$ cat config.mk
export PLATFORM = sky130hd
export DESIGN_NAME = tcw_ctrl
export DESIGN_NICKNAME = d
export VERILOG_FILES = /design/src/tcw_pkg.sv /design/src/tcw_ctrl.sv
export SDC_FILE = /design/constraint.sdc
export NUM_CORES = 1
export LEC_CHECK = 0
export ABC_AREA = 0
export BUFFER_PORTS_ARGS = -buffer_cell sky130_fd_sc_hd__buf_2
export CELL_PAD_IN_SITES_DETAIL_PLACEMENT = 0
export CELL_PAD_IN_SITES_GLOBAL_PLACEMENT = 1
export CORE_AREA = 2 2 39 41
export CTS_BUF_LIST = sky130_fd_sc_hd__clkbuf_16
export DETAILED_ROUTE_END_ITERATION = 7
export DIE_AREA = 0 0 41 43
export PLACE_DENSITY_LB_ADDON = 0.15
export REMOVE_ABC_BUFFERS = 1
export SETUP_SLACK_MARGIN = 0.05
export SLEW_MARGIN = 25
export SYNTH_ARGS = -nofsm -noshare
export SYNTH_HDL_FRONTEND = slang
export SYNTH_SLANG_ARGS = --single-unit
$ cat constraint.sdc
create_clock -name clk -period 3.1 [get_ports clk]
set_input_delay 0.465 -clock clk [delete_from_list [all_inputs] [get_ports clk]]
set_output_delay 0.465 -clock clk [all_outputs]
set_load 0.01 [all_outputs]
$ cat src/tcw_pkg.sv
// Shared constants, payload types and control types of the text console writer.
package tcw_pkg;

    localparam int COLUMNS    = 80;
    localparam int ROWS       = 25;
    localparam int CELL_COUNT = COLUMNS * ROWS;

    localparam int CUR_W = $clog2(CELL_COUNT);
    localparam int ROW_W = $clog2(ROWS);
    localparam int COL_W = (COLUMNS > 1) ? $clog2(COLUMNS) : 1;

    localparam int ACTION_W = 2;
    localparam int CHAR_W   = 8;
    localparam int ATTR_W   = 8;
    localparam int CELL_W   = CHAR_W + ATTR_W;
    localparam int INDEX_W  = 11;
    localparam int CURSOR_W = 11;
    localparam int IDX_EXT_W = ((CUR_W > INDEX_W) ? CUR_W : INDEX_W) + 1;

    localparam logic [ACTION_W-1:0] ACT_PUT   = 2'd0;
    localparam logic [ACTION_W-1:0] ACT_CLEAR = 2'd1;
    localparam logic [ACTION_W-1:0] ACT_READ  = 2'd2;

    localparam logic [CHAR_W-1:0] NEWLINE_CHAR = 8'd10;
    localparam logic [CHAR_W-1:0] SPACE_CHAR   = 8'd32;
    localparam logic [ATTR_W-1:0] RESET_ATTR   = 8'd15;

    typedef struct packed {
        logic [ACTION_W-1:0] action;
        logic [CHAR_W-1:0]   character;
        logic [INDEX_W-1:0]  cell_index;
    } request_t;

    typedef struct packed {
        logic [CURSOR_W-1:0] cursor_cell;
        logic [CHAR_W-1:0]   read_character;
        logic [ATTR_W-1:0]   read_attribute;
        logic                scrolled;
    } result_t;

    typedef enum logic [2:0] {
        S_INIT,
        S_IDLE,
        S_READ,
        S_CLEAR,
        S_SCROLL,
        S_BLANK
    } state_t;

    typedef struct packed {
        logic accept;
        logic fill;
        logic fill_reset;
        logic copy;
        logic cnt_clear;
        logic cnt_inc;
        logic finish;
        logic sel_read;
    } ctrl_cmd_t;

    typedef struct packed {
        logic scroll_req;
        logic cnt_last;
        logic cnt_copy_end;
    } dp_status_t;

endpackage

$ cat src/tcw_ctrl.sv
// Controller state machine of the text console writer.
module tcw_ctrl (
    input  logic                              clk,
    input  logic                              rst_n,
    input  logic                              start,
    input  logic [tcw_pkg::ACTION_W-1:0]      action,
    input  tcw_pkg::dp_status_t               status,
    output tcw_pkg::ctrl_cmd_t                cmd,
    output logic                              busy
);

    tcw_pkg::state_t state_reg;
    tcw_pkg::state_t state_next;

    always_ff @(posedge clk or negedge rst_n)
    begin
        if (!rst_n)
        begin
            state_reg <= tcw_pkg::S_INIT;
        end
        else
        begin
            state_reg <= state_next;
        end
    end

    always_comb
    begin
        state_next = state_reg;
        case (state_reg)
            tcw_pkg::S_INIT:
            begin
                if (status.cnt_last)
                begin
                    state_next = tcw_pkg::S_IDLE;
                end
            end
            tcw_pkg::S_IDLE:
            begin
                if (start)
                begin
                    case (action)
                        tcw_pkg::ACT_READ:  state_next = tcw_pkg::S_READ;
                        tcw_pkg::ACT_CLEAR: state_next = tcw_pkg::S_CLEAR;
                        tcw_pkg::ACT_PUT:
                        begin
                            if (status.scroll_req)
                            begin
                                state_next = tcw_pkg::S_SCROLL;
                            end
                        end
                        default: state_next = tcw_pkg::S_IDLE;
                    endcase
                end
            end
            tcw_pkg::S_READ:
            begin
                state_next = tcw_pkg::S_IDLE;
            end
            tcw_pkg::S_CLEAR:
            begin
                if (status.cnt_last)
                begin
                    state_next = tcw_pkg::S_IDLE;
                end
            end
            tcw_pkg::S_SCROLL:
            begin
                if (status.cnt_copy_end)
                begin
                    state_next = tcw_pkg::S_BLANK;
                end
            end
            tcw_pkg::S_BLANK:
            begin
                if (status.cnt_last)
                begin
                    state_next = tcw_pkg::S_IDLE;
                end
            end
            default: state_next = tcw_pkg::S_IDLE;
        endcase
    end

    always_comb
    begin
        cmd  = '0;
        busy = 1'b1;
        case (state_reg)
            tcw_pkg::S_INIT:
            begin
                cmd.fill       = 1'b1;
                cmd.fill_reset = 1'b1;
                cmd.cnt_inc    = 1'b1;
            end
            tcw_pkg::S_IDLE:
            begin
                busy = 1'b0;
                if (start)
                begin
                    cmd.accept    = 1'b1;
                    cmd.cnt_clear = 1'b1;
                    case (action)
                        tcw_pkg::ACT_READ:  cmd.finish = 1'b0;
                        tcw_pkg::ACT_CLEAR: cmd.finish = 1'b0;
                        tcw_pkg::ACT_PUT:   cmd.finish = !status.scroll_req;
                        default:            cmd.finish = 1'b1;
                    endcase
                end
            end
            tcw_pkg::S_READ:
            begin
                cmd.finish   = 1'b1;
                cmd.sel_read = 1'b1;
            end
            tcw_pkg::S_CLEAR:
            begin
                cmd.fill    = 1'b1;
                cmd.cnt_inc = 1'b1;
                cmd.finish  = status.cnt_last;
            end
            tcw_pkg::S_SCROLL:
            begin
                cmd.copy    = 1'b1;
                cmd.cnt_inc = !status.cnt_copy_end;
            end
            tcw_pkg::S_BLANK:
            begin
                cmd.fill    = 1'b1;
                cmd.cnt_inc = 1'b1;
                cmd.finish  = status.cnt_last;
            end
            default: busy = 1'b1;
        endcase
    end

endmodule

==> summary.txt <==
CTS
  – CTS H-Tree Depth: 1
  – Max Buffers Root-to-Sink: 2
  – Clock Pin Slew Worst Setup and Hold Paths: 30 ps
  – Count of buffers added by post-CTS timing repair for setup: 0
  – Post-CTS Hold Fix Bufs: 0
  – Count of instances resized after the clock tree is built: 0
  – Clk Latency, worst-skew pair: 230 ps
  – Clock Tree Root: sky130_fd_sc_hd__clkbuf_16
  – CTS buffer count: 3
  – TritonCTS clock tree: built
  – Clock tree sinks: 3

Layout
  – Proportion of layout cells with a drive suffix above 1: 46.67%
  – Number of fillers in the final layout: 156
  – Most common library cell in the layout ignoring fill and taps: sky130_fd_sc_hd__buf_2
  – Largest register FFs: 3
  – Nets: 73
  – Non-Filler Cell Area, Final: 551.8 sq um
  – Count of non-filler cells in the finished layout: 76
  – Area used by multi-input combinational logic: 275.3 sq um
  – Area added between synthesis and finish: 35.28%
  – Storage cell area: 75.07 sq um
  – Number of diodes: 0
  – Highest-count cells in the layout ignoring fill and taps: sky130_fd_sc_hd__buf_2 (16), sky130_fd_sc_hd__inv_1 (6), sky130_fd_sc_hd__nand2_1 (5)

Status
  – Outcome: completed

Routing
  – Highest metal layer used by the detailed router: met4
  – DRT iter0 DRCs: 3
  – Number of vias per cell after detailed routing: 4.355
  – WL/cell: 10.62 um
  – Routed length on met2: 401 um
  – Post-detailed-routing wire length: 807 um
  – Detail Route met3 WL: 48 um
  – DRT Pass-1 Iters: 2
  – Vias after detailed routing: 331
  – DRC violation count after routing: 0
  – Length of routed wiring on met1: 326 um
  – Post-route antenna net violation count: 0

Floorplanning
  – Overall die height: 43 um
  – Initial core utilization: 29.48%
  – Area of the die: 1763 sq um
  – Core Region: 1384 sq um
  – Number of standard-cell rows in the floorplan: 14
  – X dimension of the die: 41 um
  – Number of top-level pins: 17

Worst setup path
  – Buffers plus inverters on the worst setup path: 3
  – List of cells traversed by the critical path: buf_2 -> inv_1 -> ha_1 -> mux2i_1 -> a31oi_1 -> o32ai_1 -> buf_2
  – Slowest cell delay on critical path: 310 ps
  – FF-to-FF setup slack: 1440 ps
  – Number of cells traversed by the worst register-to-register path: 4
  – Startpoint class of the critical path: input port
  – Reg2reg end: state_reg[0]
  – R2r startpoint: state_reg[0]
  – Highest-delay cell along the critical path: sky130_fd_sc_hd__ha_1
  – Kind of capture point of the worst setup path: primary output
  – Type of the worst setup path: in2out
  – Cell repeated most along the worst path: sky130_fd_sc_hd__buf_2
  – Critical Path RT: 2630 ps
  – Data arrival, critical path: 1610 ps
  – Largest delay contributor family on the critical path: compound AO/OA/AOI/OAI gates
  – Largest fanout on the critical path: 3

Place
  – Worst setup slack before clock tree synthesis: 1024 ps
  – Final RePlAce weighted congestion: 0.6717
  – Post-DP HPWL: 577.7 um
  – Cell count after placement: 72
  – Total placed instance area: 473.0 sq um
  – Port buffer count: 16

STA
  – Number of hold violations in the final report: 0
  – Pin slew with the least headroom to its limit: 409.7 ps
  – Timing-limited maximum frequency: 481.6 MHz
  – Setup TNS: 0 ps
  – Setup repair after global routing missed its margin: false
  – Setup Viol. Count Final: 0
  – Max-slew violations: 0
  – Hold_ws: 28.28 ps
  – Share of the clock period used by the worst path after layout: 66.98%
  – Final setup slack of the worst path: 1023 ps
  – Relative slew margins: 72.68%
  – Post-layout min period: 2077 ps
  – Clock skew: 0.2719 ps

Logic synthesis
  – Synthesis-stage register bit count: 3
  – Post-Synthesis Cells: 44
  – Count of unique library cells instantiated by Yosys: 25
  – Yosys warning count: 0
  – Average footprint of a synthesized cell: 9.270 sq um
  – Summed instance area of the synthesized netlist: 407.9 sq um
  – Part of the Yosys area used for sequential elements: 18.40%

Global routing
  – Largest net degree at the start of global routing: 14
  – Via count of the first global-routing pass: 339
  – Remaining global-route overflow: 0
  – GRT Total Usage: 11.91%
  – Antenna violations before repair: 0
  – Global-route wire length before repair: 1338 um

Power and ir drop
  – IR drop worst, VDD: 354.7 uV
  – Reported leakage power: 0.2925 nW
  – Power density over cell area: 1141 nW/um^2

Run
  – Max-cap violation count: 0

Worst hold path
  – Hold/Removal Path Class: in2async
[worst max path at each step]
stage / startpoint / end / slack, ps / cells past startpoint
3_3_place_gp: action[0] / cmd[1] / 1050 / 7
5_1_grt: action[0] / cmd[1] / 900 / 7
4_1_cts: action[0] / cmd[1] / 1010 / 7
6_report: action[0] / cmd[1] / 1020 / 7
3_5_place_dp: action[0] / cmd[1] / 1020 / 7
2_1_floorplan: action[0] / cmd[1] / 1220 / 5
[per-layer routing]
metal / global-route usage [%] / vias up
li1: - / 175
met1: 12.10 / 141
met3: 1.571 / 3
met4: 14.00 / 0
met2: 17.81 / 12
met5: 0 / -
[synthesized netlist by cell type (all sizes together)]
cell type  n  area [sq um]
a21boi     1         7.510
a31oi      1         6.260
and2       1         7.510
buf        4         35.03
dfrtp      3         75.07
ha         4         50.05
inv        6         22.52
mux2       3         41.29
mux2i      2         20.02
nand2      5         18.77
nand2b     1         6.260
nand3b     1         7.510
nor2       3         11.26
nor3       2         10.01
nor3b      1         18.77
o21a       1         8.760
o221ai     1         26.28
o32ai      1         8.760
or3        2         17.52
xor2       1         8.760
[cell families (layout without fill, tap and decap cells)]
logic type	count (synthesis)	after routing	synth area share, %
adders and majority gates	4	4	12.27
xor gates and xnor gates	1	1	2.148
AOI/OAI and AO/OA	5	5	14.11
buffers and inverters	10	26	14.11
DFF	3	3	18.40
muxes	5	5	15.03
and+or+nand+nor	16	16	23.93
[report_power, final]
part | total [W] | switching, W | leakage, nW | internal (W)
clock | 0.000206 | 0.0000389 | 0.0423 | 0.000167
sequential | 0.000107 | 0.0000513 | 0.0367 | 0.0000559
combinational | 0.000317 | 0.000149 | 0.214 | 0.000168
[cell type report]
| cell class | instances | share of cell area (%) |
|---|---|---|
| Multi-Input combinational cell | 31 | 49.89 |
| Timing Repair Buffer | 16 | 14.51 |
| Sequential cell | 3 | 13.61 |
| Clock buffer | 3 | 13.61 |
| Inverter | 6 | 4.082 |
| Tap cell | 16 | 3.628 |
| Clock inverter | 1 | 0.6803 |
[per-stage QoR]
stage	total power (W)	util [%]
2_1_floorplan	0.0003299	-
3_3_place_gp	0.0004303	34.18
3_5_place_dp	0.0004291	34.18
4_1_cts	0.0006424	39.87
5_1_grt	0.0006752	39.87
6_report	0.0006294	39.87
No activity file was read; power rests on OpenSTA's default activity.
